### src/rtl/core/dqm_pkg.sv
// ----------------------------------------------------------------------------
// dqm_pkg
// Command, status and cell control types for the match-remove deque
// ----------------------------------------------------------------------------
package dqm_pkg;

  // command codes
  localparam logic [2:0] CMD_PUSH_FRONT = 3'd0;
  localparam logic [2:0] CMD_PUSH_BACK  = 3'd1;
  localparam logic [2:0] CMD_POP_FRONT  = 3'd2;
  localparam logic [2:0] CMD_POP_BACK   = 3'd3;
  localparam logic [2:0] CMD_PEEK_FRONT = 3'd4;
  localparam logic [2:0] CMD_PEEK_BACK  = 3'd5;
  localparam logic [2:0] CMD_FIND       = 3'd6;
  localparam logic [2:0] CMD_REMOVE     = 3'd7;

  // status codes
  localparam logic [1:0] STAT_OK      = 2'd0;
  localparam logic [1:0] STAT_EMPTY   = 2'd1;
  localparam logic [1:0] STAT_FULL    = 2'd2;
  localparam logic [1:0] STAT_NOMATCH = 2'd3;

  // register map
  localparam int unsigned APB_ADDR_W     = 3;
  localparam logic        REG_MATCH_MASK = 1'b0;
  localparam int unsigned MASK_W         = 32;

  // what a cell does in a cycle
  typedef enum logic [1:0] {
    CELL_HOLD,
    CELL_SHL,   // take the entry behind (toward the back)
    CELL_SHR,   // take the entry ahead (toward the front)
    CELL_LOAD   // take the incoming item
  } cell_op_e;

  typedef struct packed {
    cell_op_e op;
  } cell_ctrl_t;

endpackage

### src/rtl/core/dqm_if.sv
// ----------------------------------------------------------------------------
// dqm_if
// Valid/ready channels for command items and result items
// ----------------------------------------------------------------------------
interface dqm_in_if #(
  parameter int ITEM_WIDTH = 32
);
  logic                  valid;
  logic                  ready;
  logic [2:0]            cmd;
  logic [ITEM_WIDTH-1:0] item;

  modport source (output valid, output cmd, output item, input ready);
  modport sink   (input valid, input cmd, input item, output ready);
endinterface

interface dqm_out_if #(
  parameter int ITEM_WIDTH = 32,
  parameter int CNT_WIDTH  = 5
);
  logic                  valid;
  logic                  ready;
  logic [ITEM_WIDTH-1:0] value;
  logic [1:0]            status;
  logic [CNT_WIDTH-1:0]  occupancy;

  modport source (output valid, output value, output status, output occupancy, input ready);
  modport sink   (input valid, input value, input status, input occupancy, output ready);
endinterface

### src/rtl/core/dqm_cell.sv
// ----------------------------------------------------------------------------
// dqm_cell
// One storage cell of the deque chain: holds, shifts either way or loads
// ----------------------------------------------------------------------------
module dqm_cell #(
  parameter int ITEM_WIDTH = 32
) (
  input  logic                   clk_i,
  input  dqm_pkg::cell_ctrl_t    ctrl_i,
  input  logic [ITEM_WIDTH-1:0]  prev_i,
  input  logic [ITEM_WIDTH-1:0]  next_i,
  input  logic [ITEM_WIDTH-1:0]  load_i,
  output logic [ITEM_WIDTH-1:0]  data_o
);
  import dqm_pkg::*;

  logic [ITEM_WIDTH-1:0] data_q;
  logic [ITEM_WIDTH-1:0] data_d;

  // next entry select
  always_comb begin
    case (ctrl_i.op)
      CELL_SHL:  data_d = next_i;
      CELL_SHR:  data_d = prev_i;
      CELL_LOAD: data_d = load_i;
      default:   data_d = data_q;
    endcase
  end

  // entry storage
  always_ff @(posedge clk_i) begin
    data_q <= data_d;
  end

  assign data_o = data_q;

endmodule

### src/rtl/core/deque_with_match_remove_top.sv
// Bounded deque of DEPTH items held in a chain of cells, cell 0 always the
// front. Push front, push back, pop front and peek front finish in the cycle
// the item is accepted. Pop back, peek back, find and remove rotate the whole
// chain once, one place per cycle, and the block takes no new item meanwhile;
// the front entry is compared against the masked key as it passes
// cell 0, and remove closes the gap by feeding the tail from cell 1 from the
// matched step on. The result enters an output register, which frees the
// input side for the next item while the result waits. No clearing pass.
// ----------------------------------------------------------------------------
// deque_with_match_remove_top
// Double-ended queue with masked find and ordered remove, APB mask register
// ----------------------------------------------------------------------------
module deque_with_match_remove_top #(
  parameter int DEPTH      = 16,
  parameter int ITEM_WIDTH = 32
) (
  input  logic                             clk_i,
  input  logic                             rst_ni,
  dqm_in_if.sink                           in_if,
  dqm_out_if.source                        out_if,
  input  logic                             psel,
  input  logic                             penable,
  input  logic                             pwrite,
  input  logic [dqm_pkg::APB_ADDR_W-1:0]   paddr,
  input  logic [dqm_pkg::MASK_W-1:0]       pwdata,
  output logic [dqm_pkg::MASK_W-1:0]       prdata,
  output logic                             pready
);
  import dqm_pkg::*;

  localparam int CntW = $clog2(DEPTH + 1);
  localparam int IdxW = $clog2(DEPTH);
  localparam int CmpW = (ITEM_WIDTH < 32) ? ITEM_WIDTH : 32;

  localparam logic [1:0] S_IDLE  = 2'd0;
  localparam logic [1:0] S_SWEEP = 2'd1;
  localparam logic [1:0] S_WAIT  = 2'd2;

  logic [1:0]            state_q, state_d;
  logic [CntW-1:0]       count_q, count_d;
  logic [IdxW-1:0]       step_q, step_d;
  logic [2:0]            cmd_q, cmd_d;
  logic [ITEM_WIDTH-1:0] key_q, key_d;
  logic                  found_q, found_d;
  logic [ITEM_WIDTH-1:0] hit_val_q, hit_val_d;
  logic [MASK_W-1:0]     mask_q;

  logic                  out_valid_q, out_valid_d;
  logic [ITEM_WIDTH-1:0] out_value_q, out_value_d;
  logic [1:0]            out_status_q, out_status_d;
  logic [CntW-1:0]       out_occ_q, out_occ_d;
  logic [ITEM_WIDTH-1:0] res_value_q, res_value_d;
  logic [1:0]            res_status_q, res_status_d;

  logic                  done;
  logic [ITEM_WIDTH-1:0] done_value;
  logic [1:0]            done_status;
  logic                  out_free;
  logic                  is_empty, is_full;
  logic                  is_back_cmd;
  logic                  match_now, hit;
  logic                  tail_from_second;
  cell_op_e              glob_op;

  logic [ITEM_WIDTH-1:0] cell_data [DEPTH];
  cell_ctrl_t            cell_ctrl [DEPTH];
  logic [ITEM_WIDTH-1:0] tail_feed;

  // config port
  assign pready = 1'b1;
  assign prdata = (paddr[2] == REG_MATCH_MASK) ? mask_q : '0;

  always_ff @(posedge clk_i or negedge rst_ni) begin
    if (!rst_ni) begin
      mask_q <= '1;
    end else if (psel && penable && pwrite && (paddr[2] == REG_MATCH_MASK)) begin
      mask_q <= pwdata;
    end
  end

  // status flags and compare at the head cell
  assign out_free    = !out_valid_q || out_if.ready;
  assign is_empty    = (count_q == '0);
  assign is_full     = (count_q == CntW'(DEPTH));
  assign is_back_cmd = (cmd_q == CMD_POP_BACK) || (cmd_q == CMD_PEEK_BACK);
  assign match_now   = (((cell_data[0][CmpW-1:0] ^ key_q[CmpW-1:0])
                        & mask_q[CmpW-1:0]) == '0);

  assign in_if.ready = (state_q == S_IDLE);

  // command sequencer
  always_comb begin
    state_d          = state_q;
    count_d          = count_q;
    step_d           = step_q;
    cmd_d            = cmd_q;
    key_d            = key_q;
    found_d          = found_q;
    hit_val_d        = hit_val_q;
    glob_op          = CELL_HOLD;
    tail_from_second = 1'b0;
    hit              = 1'b0;
    done             = 1'b0;
    done_value       = '0;
    done_status      = STAT_OK;

    unique case (state_q)
      S_IDLE: begin
        if (in_if.valid) begin
          cmd_d   = in_if.cmd;
          key_d   = in_if.item;
          step_d  = '0;
          found_d = 1'b0;
          unique case (in_if.cmd) inside
            CMD_PUSH_FRONT, CMD_PUSH_BACK: begin
              done = 1'b1;
              if (is_full) begin
                done_status = STAT_FULL;
              end else begin
                glob_op = (in_if.cmd == CMD_PUSH_FRONT) ? CELL_SHR : CELL_LOAD;
                count_d = count_q + 1'b1;
              end
            end
            CMD_POP_FRONT, CMD_PEEK_FRONT: begin
              done = 1'b1;
              if (is_empty) begin
                done_status = STAT_EMPTY;
              end else begin
                done_value = cell_data[0];
                if (in_if.cmd == CMD_POP_FRONT) begin
                  glob_op = CELL_SHL;
                  count_d = count_q - 1'b1;
                end
              end
            end
            CMD_POP_BACK, CMD_PEEK_BACK: begin
              if (is_empty) begin
                done        = 1'b1;
                done_status = STAT_EMPTY;
              end else begin
                state_d = S_SWEEP;
              end
            end
            default: begin
              if (is_empty) begin
                done        = 1'b1;
                done_status = STAT_NOMATCH;
              end else begin
                state_d = S_SWEEP;
              end
            end
          endcase
        end
      end

      S_SWEEP: begin
        // rotate the chain; cell 0 holds position step_q
        glob_op = CELL_SHL;
        step_d  = step_q + 1'b1;
        if (is_back_cmd) begin
          hit = (CntW'(step_q) == (count_q - 1'b1));
        end else begin
          hit = !found_q && (CntW'(step_q) < count_q) && match_now;
        end
        if (hit) begin
          found_d   = 1'b1;
          hit_val_d = cell_data[0];
        end
        // remove: skip the matched entry by feeding the tail from cell 1
        tail_from_second = (cmd_q == CMD_REMOVE) && (found_q || hit);
        if (step_q == IdxW'(DEPTH - 1)) begin
          done    = 1'b1;
          state_d = S_IDLE;
          if (found_d) begin
            done_value = hit_val_d;
            if ((cmd_q == CMD_POP_BACK) || (cmd_q == CMD_REMOVE)) begin
              count_d = count_q - 1'b1;
            end
          end else begin
            done_status = STAT_NOMATCH;
          end
        end
      end

      S_WAIT: begin
        if (out_free) begin
          state_d = S_IDLE;
        end
      end

      default: begin
        state_d = S_IDLE;
      end
    endcase

    // park the result when the output register is still occupied
    if (done && !out_free) begin
      state_d = S_WAIT;
    end
  end

  // output register and parked result
  always_comb begin
    out_valid_d  = out_valid_q && !out_if.ready;
    out_value_d  = out_value_q;
    out_status_d = out_status_q;
    out_occ_d    = out_occ_q;
    res_value_d  = res_value_q;
    res_status_d = res_status_q;
    if (done && out_free) begin
      out_valid_d  = 1'b1;
      out_value_d  = done_value;
      out_status_d = done_status;
      out_occ_d    = count_d;
    end else if (done) begin
      res_value_d  = done_value;
      res_status_d = done_status;
    end else if ((state_q == S_WAIT) && out_free) begin
      out_valid_d  = 1'b1;
      out_value_d  = res_value_q;
      out_status_d = res_status_q;
      out_occ_d    = count_q;
    end
  end

  // control state
  always_ff @(posedge clk_i or negedge rst_ni) begin
    if (!rst_ni) begin
      state_q     <= S_IDLE;
      count_q     <= '0;
      step_q      <= '0;
      found_q     <= 1'b0;
      out_valid_q <= 1'b0;
    end else begin
      state_q     <= state_d;
      count_q     <= count_d;
      step_q      <= step_d;
      found_q     <= found_d;
      out_valid_q <= out_valid_d;
    end
  end

  // payload registers
  always_ff @(posedge clk_i) begin
    cmd_q        <= cmd_d;
    key_q        <= key_d;
    hit_val_q    <= hit_val_d;
    out_value_q  <= out_value_d;
    out_status_q <= out_status_d;
    out_occ_q    <= out_occ_d;
    res_value_q  <= res_value_d;
    res_status_q <= res_status_d;
  end

  assign out_if.valid     = out_valid_q;
  assign out_if.value     = out_value_q;
  assign out_if.status    = out_status_q;
  assign out_if.occupancy = out_occ_q;

  // cell chain
  assign tail_feed = tail_from_second ? cell_data[1] : cell_data[0];

  for (genvar k = 0; k < DEPTH; k++) begin : g_cell
    logic [ITEM_WIDTH-1:0] prev_data;
    logic [ITEM_WIDTH-1:0] next_data;

    // push front enters the head cell
    if (k == 0) begin : g_head
      assign prev_data = in_if.item;
    end else begin : g_body
      assign prev_data = cell_data[k-1];
    end

    if (k == DEPTH - 1) begin : g_tail
      assign next_data = tail_feed;
    end else begin : g_link
      assign next_data = cell_data[k+1];
    end

    // push back loads only the first free cell
    assign cell_ctrl[k].op = (glob_op == CELL_LOAD)
                           ? ((count_q == CntW'(k)) ? CELL_LOAD : CELL_HOLD)
                           : glob_op;

    dqm_cell #(
      .ITEM_WIDTH (ITEM_WIDTH)
    ) u_cell (
      .clk_i  (clk_i),
      .ctrl_i (cell_ctrl[k]),
      .prev_i (prev_data),
      .next_i (next_data),
      .load_i (in_if.item),
      .data_o (cell_data[k])
    );
  end

endmodule

### src/flat_wrapper.sv
// flat-port wrapper written by rule: the top's interface ports become plain ports
module deque_with_match_remove_top_flat import dqm_pkg::*;
#(
  parameter int DEPTH      = 16,
  parameter int ITEM_WIDTH = 32
)
  (clk_i, rst_ni, psel, penable, pwrite, paddr, pwdata, prdata, pready, in_if_valid, in_if_cmd, in_if_item, in_if_ready, out_if_valid, out_if_value, out_if_status, out_if_occupancy, out_if_ready);
  dqm_in_if #(.ITEM_WIDTH(ITEM_WIDTH)) in_if_i ();
  dqm_out_if #(.ITEM_WIDTH(ITEM_WIDTH)) out_if_i ();
  input  logic clk_i;
  input  logic rst_ni;
  input  logic psel;
  input  logic penable;
  input  logic pwrite;
  input  logic [dqm_pkg::APB_ADDR_W-1:0] paddr;
  input  logic [dqm_pkg::MASK_W-1:0] pwdata;
  output logic [dqm_pkg::MASK_W-1:0] prdata;
  output logic pready;
  input wire logic [$bits(in_if_i.valid)-1:0] in_if_valid;
  input wire logic [$bits(in_if_i.cmd)-1:0] in_if_cmd;
  input wire logic [$bits(in_if_i.item)-1:0] in_if_item;
  output wire logic [$bits(in_if_i.ready)-1:0] in_if_ready;
  output wire logic [$bits(out_if_i.valid)-1:0] out_if_valid;
  output wire logic [$bits(out_if_i.value)-1:0] out_if_value;
  output wire logic [$bits(out_if_i.status)-1:0] out_if_status;
  output wire logic [$bits(out_if_i.occupancy)-1:0] out_if_occupancy;
  input wire logic [$bits(out_if_i.ready)-1:0] out_if_ready;
  assign in_if_i.valid = in_if_valid;
  assign in_if_i.cmd = in_if_cmd;
  assign in_if_i.item = in_if_item;
  assign in_if_ready = in_if_i.ready;
  assign out_if_valid = out_if_i.valid;
  assign out_if_value = out_if_i.value;
  assign out_if_status = out_if_i.status;
  assign out_if_occupancy = out_if_i.occupancy;
  assign out_if_i.ready = out_if_ready;
  deque_with_match_remove_top #(.DEPTH(DEPTH), .ITEM_WIDTH(ITEM_WIDTH)) u_core (.clk_i(clk_i), .rst_ni(rst_ni), .in_if(in_if_i), .out_if(out_if_i), .psel(psel), .penable(penable), .pwrite(pwrite), .paddr(paddr), .pwdata(pwdata), .prdata(prdata), .pready(pready));
endmodule
### config.mk
export PLATFORM = sky130hd
export DESIGN_NAME = deque_with_match_remove_top_flat
export DESIGN_NICKNAME = d
export VERILOG_FILES = /design/src/rtl/core/dqm_pkg.sv /design/src/rtl/core/dqm_if.sv /design/src/rtl/core/dqm_cell.sv /design/src/rtl/core/deque_with_match_remove_top.sv /design/src/flat_wrapper.sv
export SDC_FILE = /design/constraint.sdc
export NUM_CORES = 1
export LEC_CHECK = 0
export CAP_MARGIN = 20
export CORE_ASPECT_RATIO = 1.4
export CORE_MARGIN = 2
export CORE_UTILIZATION = 56
export DETAILED_ROUTE_END_ITERATION = 10
export DONT_BUFFER_PORTS = 1
export GPL_TIMING_DRIVEN = 1
export MAX_ROUTING_LAYER = met4
export PLACE_DENSITY = 0.73
export SYNTH_ARGS = -nofsm -noshare
export SYNTH_HDL_FRONTEND = slang
export SYNTH_HIERARCHICAL = 1
export SYNTH_SLANG_ARGS = --single-unit
### constraint.sdc
create_clock -name clk_i -period 12 [get_ports clk_i]
set_clock_uncertainty 0.1 [all_clocks]
set_input_delay 1.2 -clock clk_i [delete_from_list [all_inputs] [get_ports clk_i]]
set_output_delay 1.2 -clock clk_i [all_outputs]
set_load 0.05 [all_outputs]
### Yosys cells after proc, flatten, opt, wreduce, memory -nomap -nowiden

Cells that the tools add are included.

| storage, ports and cells | value |
|---|---|
| bits in registers | 697 |
| input port bits | 77 |
| output and inout port bits | 74 |
| word-level logic and storage cells | 285 |

| cells by class | value |
|---|---|
| $add $sub $neg | 3 |
| magnitude comparators | 1 |
| equal/unequal tests | 84 |
| multiplexer cells | 113 |
| bitwise operators | 4 |
| reductions and logical operators | 50 |

Operators by type and width:

| operator | number |
|---|---|
| 32-bit case mux with 3 select lines | 15 |
| 32-bit 2-to-1 mux | 11 |
| 32-bit case mux with 2 select lines | 2 |
| 2-bit 2-to-1 mux | 48 |
| 2-bit equality test, second input constant | 34 |
| 5-bit 2-to-1 mux | 10 |
| 3-bit nonzero test | 15 |
| 5-bit by 4-bit equality test with 1-bit output, second input constant | 8 |
| 2-bit by 1-bit equality test with 1-bit output, second input constant | 17 |
| 32-bit bitwise AND | 1 |
| 32-bit zero test | 1 |
| 32-bit bitwise XOR | 1 |
| 5-bit by 3-bit equality test with 1-bit output, second input constant | 4 |
| 5-bit case mux with 2 select lines | 2 |
| 1-bit 2-to-1 mux | 16 |
| 2-bit case mux with 2 select lines | 4 |
| 3-bit equality test, second input constant | 4 |
| 5-bit by 2-bit equality test with 1-bit output, second input constant | 2 |
| 1-bit logical AND | 10 |
| 3-bit by 2-bit equality test with 1-bit output, second input constant | 3 |
| 4-bit case mux with 2 select lines | 1 |
| 2-bit AND reduction | 4 |
| 4-bit OR reduction | 2 |
| 3-bit by 1-bit inequality test with 1-bit output, second input constant | 2 |
| other kinds (24) | 38 |

### Logic depth before layout (Yosys ltp)

Gate-level depths: netlist of the first run.

| logic depth | value |
|---|---|
| depth in word-level cells | 12 |
| depth in mapped cells | 15 |

### Hierarchy

The synthesis of the first run kept the hierarchy.

Modules (own cells, without submodules):

| module | instances | cells each | area an instance (um^2) | seq. area each (um^2) |
|---|---|---|---|---|
| dqm_cell | 16 | 140 | 1672.9 | 960.9 |
| deque_with_match_remove_top | 1 | 861 | 9710.6 | 5370.2 |

### Least setup slack after synthesis of the first run

Ideal clock, no wire load.

| timing path | value |
|---|---|
| path type | flip-flop to flip-flop |
| start point | register u_core.state_q[1] |
| end point | register u_core.out_occ_q[0] (netlist: u_core/out_if.occupancy[0]), enable pin |
| library setup time | 0.435 ns |
| data arrival time | 4.060 ns |
| data required time | 11.465 ns |
| setup slack | 7.405 ns |
| stages on the path, launching flop included | 9 |
| buffers on the path | 2 |
| period minus slack after synthesis | 4.595 ns |
| cell sequence | dfrtp_1 -> nand2b_1 -> clkbuf_1 -> inv_1 -> clkbuf_1 -> nand2_1 -> o21ai_1 -> a21oi_1 -> nor2_1 |

| between the ends | value |
|---|---|
| word-level cells in the longest chain between the ends | 5 |

RTL lines:

| element | line | RTL |
|---|---|---|
| from (decl) | deque_with_match_remove_top.sv:39 | `logic [1:0] state_q, state_d;` |
| from (signal assigned) | deque_with_match_remove_top.sv:235 | `state_q <= state_d;` |
| 2-bit by 1-bit equality test with 1-bit output or 2-bit zero test (tied branches) | deque_with_match_remove_top.sv:107 | `unique case (state_q)` |
| 1-bit case mux with 2 select lines | deque_with_match_remove_top.sv:107 |  |
| 1-bit logical AND | deque_with_match_remove_top.sv:210 | `if (done && out_free) begin` |
| 2-bit inequality test (no line) or 2-bit nonzero test (tied branches) | -- |  |
| 2-bit AND reduction (no line) * | -- |  |
| to (signal assigned) | deque_with_match_remove_top.sv:250 | `out_occ_q <= out_occ_d;` |
| to (decl) | deque_with_match_remove_top.sv:51 | `logic [CntW-1:0] out_occ_q, out_occ_d;` |

Every way passes the cells marked *; elsewhere a longest branch is shown, timed or not.
A chain may end at the register's enable or synchronous reset.

==> Implementation_results.wiki, run 1 <==
{| class="wikitable"
! Metric !! Value
|-
| Clock-pin slew reported for the worst setup and hold paths after clock tree synthesis || about 60 ps
|-
| Final Instance Count excl. Fillers || 3888
|-
| Total wire length after detailed routing || ~90 mm
|-
| Setup repair bufs after CTS || 0
|-
| Final setup margin || between 6000 and 7000 ps
|-
| Number of cells on the worst reg-to-reg path || 12
|-
| H-Tree Level Count || 3
|-
| Later-pin clock latency in the skew report || between 600 and 700 ps
|-
| Largest fanout on the critical path || 65
|-
| Shortest period the worst path allows || roughly 5500 ps
|-
| Post-CTS sizing || 0
|-
| WS Path Type || flip-flop to flip-flop
|-
| Post-synth top flop || sky130_fd_sc_hd__edfxtp_1
|-
| Residual DRC || 0
|-
| Ratio of cells with drive above 1 in the final layout || between 8 and 9%
|-
| Final Hold Violating Endpoints || 0
|-
| Antenna violations before repair || 0
|-
| # diodes || 0
|-
| Via-to-Cell Ratio || ~6.2
|-
| Hold_ws || ~180 ps
|-
| Worst-margin pin slew || between 1000 and 1500 ps
|-
| Longest Clk Path Bufs || 3
|-
| Post-synthesis cell area || between 30000 and 40000 µm²
|-
| Global-route wire length before repair || between 100 and 150 mm
|-
| Nets in the synthesized netlist || about 3200
|-
| Total global routing track utilization || ~27%
|-
| Synthesis-stage register bit count || about 700
|-
| Count of distinct cell types in the synthesized netlist || 65
|-
| Number of primary I/O pins || 151
|-
| Number of design-rule violations left by the first detailed-router iteration || between 2000 and 3000
|-
| Setup slack at placement || ~6200 ps
|-
| Die height || approximately 310 µm
|-
| Clk Tree Root Cell || sky130_fd_sc_hd__clkbuf_16
|-
| Number of buffers inserted for hold repair after clock tree synthesis || 0
|-
| Final count of negative-setup-slack endpoints || 0
|-
| Count of flip-flops with a built-in enable after synthesis || 652
|-
| Max-slew violations || 0
|-
| Setup slack of the most critical reg-to-reg path || roughly 6500 ps
|-
| Wire per inst || about 23 µm
|-
| Clock net sink count || roughly 700
|-
| Area overhead of the layout relative to synthesis || 5.742%
|-
| CP delay by family, top || simple AND/OR/NAND/NOR gates
|-
| Critical path's largest stage delay || slightly above 800 ps
|-
| Crit path launch type || flip-flop
|-
| Worst-path cell with the longest stage delay || sky130_fd_sc_hd__o21bai_4
|-
| Number of nets in the final layout || roughly 3100
|-
| Startpoint of the worst register-to-register path || u_core/count_q[0]
|-
| Syn Area/Cell || 11.76 µm²
|-
| Power Density || between 200 and 300 nW/µm²
|-
| Number of buffer and inverter stages on the critical path || 3
|-
| Static leakage || between 15 and 20 nW
|-
| Status || completed
|-
| Timing-limited maximum frequency || roughly 180 MHz
|-
| Total number of vias || approximately 24000
|-
| Number of clock buffers inserted by TritonCTS || 70
|-
| Number of violations of the max-capacitance limit || 0
|-
| Number of global-route vias before repair || 23690
|-
| HPWL after DPL || around 60 mm
|-
| Remaining antenna violation count after routing || 0
|-
| Warning count from the yosys run || 6
|-
| RSZ-0062 raised after global routing || false
|-
| Placed insts || 3758
|-
| Hold/Removal Path Class || input port to async pin
|-
| Share of flip-flops with an asynchronous set or reset || under 10%
|-
| Rows || 110
|-
| Input/output buffers || 0
|-
| Initial Util || 56.63%
|-
| Sum of negative setup slack || 0 ps
|-
| Sequential element share of the synthesized area || ~57%
|-
| Largest vdd supply drop || 0.0001653 V
|-
| Number of iterations in the first detailed-routing pass || 6
|-
| Endpoint arrival time on the critical path || ~5700 ps
|-
| Endpoint required time on the critical path || ~12000 ps
|-
| Pin count of the biggest net entering global routing || between 60 and 70
|-
| Sequence of cells on the critical path || inv_1 > ha_1 > or3b_1 > o21ai_1 > o21ai_0 > nor2b_1 > o21bai_4 > nor2_1 > nor2_4 > buf_4 > or2_2 > buf_12
|-
| Width of the die || roughly 220 µm
|-
| Number of standard cells after synthesis || about 3100
|-
| Post-route fraction of the period consumed by the critical path || ~46%
|-
| Number of gates on the worst path with buffers counted || 12
|-
| Core area || 64410 µm²
|-
| Die Footprint || 67220 µm²
|-
| Crit end category || flip-flop
|-
| CTS tree || done
|-
| Global-route congestion overflow total || 0
|-
| Final Wtd Congestion || a little under 0.9
|-
| Destination of the worst register-to-register timing path || u_core/g_cell[15].u_cell/data_o[31]
|-
| Worst slew margin relative to its limit || between 20% and 30%
|}
[how the worst max path moves through the flow]
stage	startpoint	end	slack [ps]
after floorplan	u_core/state_q[1]	u_core/out_if.occupancy[0]	7400
after global placement	u_core/count_q[0]	u_core/g_cell[15].u_cell/data_o[11]	6350
after detailed placement	u_core/count_q[0]	u_core/g_cell[15].u_cell/data_o[19]	6240
after CTS	u_core/count_q[0]	u_core/g_cell[15].u_cell/data_o[31]	6250
after global routing	u_core/count_q[0]	u_core/g_cell[15].u_cell/data_o[31]	6270
final	u_core/count_q[0]	u_core/g_cell[15].u_cell/data_o[31]	6490
[cells in the mapped netlist (all sizes together) (5+ instances only)]
cell type	n	share of area, %
a21oi	553	7.6
a22oi	18	0.37
a31oi	5	0.086
buf	143	4.5
clkbuf	82	0.84
dfrtp	13	0.89
dfstp	32	2.3
edfxtp	652	54
ha	10	0.34
inv	49	0.50
mux2	65	2.0
mux2i	544	15
nand2	98	1.0
nand2b	5	0.086
nand3	10	0.14
nand4	6	0.10
nor2	542	5.6
nor2b	41	0.70
nor3	9	0.12
o21a	35	0.72
o21ai	82	1.1
or2	18	0.31
xor2	35	0.84
[per-stage QoR]
stage	area, µm²	util (%)	total power (W)
after floorplan	36480	-	0.007276
after global placement	36300	56.36	0.007893
after detailed placement	36330	56.40	0.008041
after CTS	38530	59.82	0.01020
after global routing	38570	59.88	0.01073
final	38570	59.88	0.01021
[sequential cells by signal (all words and copies together), names as in the netlist]
register                     count
u_core/cmd_q                     3
u_core/count_q                   5
u_core/found_q                   1
u_core/g_cell.u_cell/data_o    512
u_core/hit_val_q                32
u_core/key_q                    32
u_core/mask_q                   32
u_core/out_if.occupancy          5
u_core/out_if.status             2
u_core/out_if.valid              1
u_core/out_if.value             32
u_core/res_status_q              2
u_core/res_value_q              32
u_core/state_q                   2
u_core/step_q                    4
[layout by cell type, fill, tap and decap left out, drive strengths merged, types with 9 or more instances in the layout]
master    n
buf      44
nand3    10
dfrtp    13
xor2     35
o21a     35
ha       10
o21ai    82
dfstp    32
nor2b    41
clkinv   33
nor2    542
nor3      9
edfxtp  652
a22oi    18
mux2i   544
mux2     65
a21oi   553
or2      18
inv      51
clkbuf   88
nand2    98
[area by class of cell]
cell class | instances | area, µm²
fill | 5139 | 25840
sequential | 697 | 20740
multi-input combinational | 2130 | 14020
clock buffer | 88 | 1883
tap | 840 | 1051
timing repair buffer | 44 | 375.4
clock inverter | 40 | 316.6
inverter | 49 | 183.9
[metal layers]
| metal | vias to the layer above | track usage (%) | wire (µm) |
|---|---|---|---|
| met4 | 0 | 8.787 | 2426 |
| met3 | 147 | 3.363 | 5930 |
| li1 | 11100 | - | - |
| met1 | 11930 | 35.12 | 37740 |
| met2 | 978 | 44.94 | 43890 |
| met5 | - | - | 0 |
[kinds of logic after synthesis]
family	share of synthesized area (%)
AND/OR/NAND/NOR	8.428
AO/OA/AOI/OAI	10.68
flip-flops	56.87
multiplexers	16.93
buffers and inverters	5.842
XOR/XNOR	0.8644
adder cells (fa/ha/maj)	0.3705
other	0.01028
[power breakdown]
| part | switching, W | total (W) | internal, W |
|---|---|---|---|
| Combinational | 0.00187 | 0.00305 | 0.00118 |
| Clock | 0.000931 | 0.00213 | 0.00120 |
| Sequential | 0.000778 | 0.00502 | 0.00425 |
Note: power is estimated with default switching activity, not from simulation.
==> inputs of run 2 (changes only) <==
--- a/config.mk
+++ b/config.mk
@@ -13,7 +13,7 @@
 export DONT_BUFFER_PORTS = 1
 export GPL_TIMING_DRIVEN = 1
 export MAX_ROUTING_LAYER = met4
-export PLACE_DENSITY = 0.73
+export PLACE_DENSITY = 0.76
 export SYNTH_ARGS = -nofsm -noshare
 export SYNTH_HDL_FRONTEND = slang
 export SYNTH_HIERARCHICAL = 1
==> constraint.sdc (replaced) <==
create_clock -name clk_i -period 4.95 [get_ports clk_i]
set_clock_uncertainty 0.1 [all_clocks]
set_input_delay 0.495 -clock clk_i [delete_from_list [all_inputs] [get_ports clk_i]]
set_output_delay 0.495 -clock clk_i [all_outputs]
set_load 0.05 [all_outputs]
==> run 2 against run 1 <==
Net effect: die area unchanged; non-clock buffer count grew 84; register-to-register slack worse by 5600 ps; via count grew 2.9%; global-route usage rose by 1.8 points; sequential power is 140% higher; critical path type unchanged; largest cell class unchanged; largest power group unchanged.
==> Implementation_results.wiki, run 2 (same netlist as run 1, synthesis figures left out) <==
{| class="wikitable"
! Metric !! Value
|-
| Longest Clk Path Bufs || 3
|-
| Crit path launch type || flip-flop
|-
| Startpoint of the worst register-to-register path || u_core/g_cell[0].u_cell/data_o[11]
|-
| Highest signal layer in the routed design || met4
|-
| Core area || roughly 64000 µm²
|-
| Final Hold Violating Endpoints || 0
|-
| Endpoint required time on the critical path || roughly 5200 ps
|-
| Max FFs per register || ~510
|-
| Area of the multi-input gates || between 10000 and 15000 µm²
|-
| Area overhead of the layout relative to synthesis || 7.793%
|-
| Die Footprint || slightly below 70000 µm²
|-
| Crit end category || flip-flop
|-
| Sum of negative setup slack || 0 ps
|-
| Number of clock buffers inserted by TritonCTS || just under 70
|-
| Launch instance of the worst min-delay path || in_if_item[25]
|-
| Antenna violations before repair || 6
|-
| Clk Tree Root Cell || sky130_fd_sc_hd__clkbuf_16
|-
| Wire per inst || roughly 24 µm
|-
| HPWL after DPL || a little over 60 mm
|-
| Endpoint arrival time on the critical path || 4290 ps
|-
| Largest fanout on the critical path || 32
|-
| Hold_ws || roughly 65 ps
|-
| Final count of negative-setup-slack endpoints || 0
|-
| Width of the die || ~220 µm
|-
| Global-route wire length before repair || 145.3 mm
|-
| Later-pin clock latency in the skew report || slightly above 600 ps
|-
| H-Tree Level Count || 3
|-
| Via-to-Cell Ratio || 6.254
|-
| Most frequent cells in the layout || sky130_fd_sc_hd__edfxtp_1, sky130_fd_sc_hd__mux2i_1, sky130_fd_sc_hd__nor2_1
|-
| Worst slew margin relative to its limit || between 20% and 30%
|-
| Number of iterations in the first detailed-routing pass || 6
|-
| Number of nets in the final layout || approximately 3200
|-
| Met1 routed wirelength after detailed routing || 38.53 mm
|-
| Input/output buffers || 0
|-
| FILL cells || 4984
|-
| Die height || 306.0 µm
|-
| Shortest period the worst path allows || approximately 4000 ps
|-
| Post-route fraction of the period consumed by the critical path || roughly four fifths
|-
| Number of global-route vias before repair || between 20000 and 25000
|-
| WS Path Type || flip-flop to flip-flop
|-
| Final Instance Area || between 30000 and 40000 µm²
|-
| Routed wl met2 || 45.43 mm
|-
| Setup repair bufs after CTS || 0
|-
| Commonest non-fill, non-tap cell in the layout || sky130_fd_sc_hd__edfxtp_1
|-
| Clock-pin slew reported for the worst setup and hold paths after clock tree synthesis || 60 ps
|-
| Largest vdd supply drop || approximately 0.00037 V
|-
| Final Wtd Congestion || just under 0.9
|-
| Placed insts || roughly 3800
|-
| Static leakage || between 15 and 20 nW
|-
| Rows || between 100 and 150
|-
| Total global routing track utilization || between 20% and 30%
|-
| Total placed instance area || 36510 µm²
|-
| Worst-margin pin slew || between 1000 and 1500 ps
|-
| RSZ-0062 raised after global routing || false
|-
| Hold/Removal Path Class || input port to flip-flop
|-
| Total wire length after detailed routing || ~96 mm
|-
| Timing-limited maximum frequency || around 250 MHz
|-
| Initial Util || a little under three fifths
|-
| Final Instance Count excl. Fillers || approximately 4000
|-
| Status || completed
|-
| Number of design-rule violations left by the first detailed-router iteration || 2819
|-
| Residual DRC || 0
|-
| Remaining antenna violation count after routing || 0
|-
| Final core occ || roughly three fifths
|-
| Max-slew violations || 0
|-
| Number of primary I/O pins || roughly 150
|-
| WL met3 || roughly 8 mm
|-
| Ratio of cells with drive above 1 in the final layout || between 8 and 9%
|-
| Seq. cell area || approximately 21000 µm²
|-
| Pin count of the biggest net entering global routing || 67
|-
| Total number of vias || ~25000
|-
| Clock net sink count || 697
|-
| Power Density || 628.6 nW/µm²
|-
| Number of violations of the max-capacitance limit || 0
|-
| CTS tree || done
|-
| Setup crit start || u_core/g_cell[0].u_cell/data_o[11]
|-
| Global-route congestion overflow total || 0
|}
[run 2: cell count changes in the layout (fill, tap and decap cells not counted), sizes merged]
cell / previous run / this run
dlygate4sd3: 0 / 69
buf: 44 / 59
diode: 0 / 7
clkbuf: 88 / 95
clkinvlp: 1 / 2
clkinv: 33 / 23
bufinv: 4 / 1
[run 2: worst paths after layout]
kind	to	slack [ps]	cells past startpoint
setup reg to reg	u_core/g_cell[15].u_cell/data_o[22]	900	10
hold / removal	u_core/g_cell[15].u_cell/data_o[25]	60	2
max in group asynchronous	u_core/mask_q[15]	4160	2
min in group asynchronous	u_core/count_q[1]	290	2
hold reg to reg	u_core/out_if.status[0]	450	2
setup / recovery	u_core/g_cell[15].u_cell/data_o[22]	900	10
[run 2: timing repair]
item,4_1_cts,5_1_grt
gates resized for setup,0,0
endpoints found under the hold margin,113,0
hold buffers,70,0
[run 2: layer usage]
layer	up-vias	track usage, %
li1	11280	-
met1	12190	36.44
met2	1194	46.23
met3	185	5.149
met4	0	12.56
met5	-	-
[run 2: area by class of cell]
type,instances,share of cell area [%]
clock buffers,95,4.773
flip-flops and latches,697,52.76
clock inverters,28,0.4901
well taps,840,2.673
repair buffers,128,3.157
inverters,49,0.4678
multi-input cells,2130,35.63
diodes,7,0.04455
[run 2: stage by stage]
step / power, W / setup WS, ps
2_1_floorplan: 0.01764 / 354.5
3_5_place_dp: 0.01958 / 1004
3_3_place_gp: 0.01919 / 976.6
4_1_cts: 0.02465 / 954.5
5_1_grt: 0.02596 / 745.4
6_report: 0.02471 / 904.7
[run 2: critical path, stage by stage, from the launching register on]
cell,delay (ps)
sky130_fd_sc_hd__edfxtp_1,500
sky130_fd_sc_hd__xor2_1,180
sky130_fd_sc_hd__a22oi_1,650
sky130_fd_sc_hd__nand4_1,280
sky130_fd_sc_hd__nor4b_1,440
sky130_fd_sc_hd__a21o_2,300
sky130_fd_sc_hd__and3_1,240
sky130_fd_sc_hd__buf_12,220
sky130_fd_sc_hd__mux2_1,370
sky130_fd_sc_hd__nor2_1,360
sky130_fd_sc_hd__a21oi_1,80
[run 2: report_power, final]
part | total [W] | leakage, nW | switching, W | internal [W]
Sequential | 0.0121 | 7.04 | 0.00185 | 0.0103
Combinational | 0.00763 | 8.60 | 0.00470 | 0.00294
Clock | 0.00495 | 1.01 | 0.00223 | 0.00272
Total | 0.0247 | 16.6 | 0.00877 | 0.0159
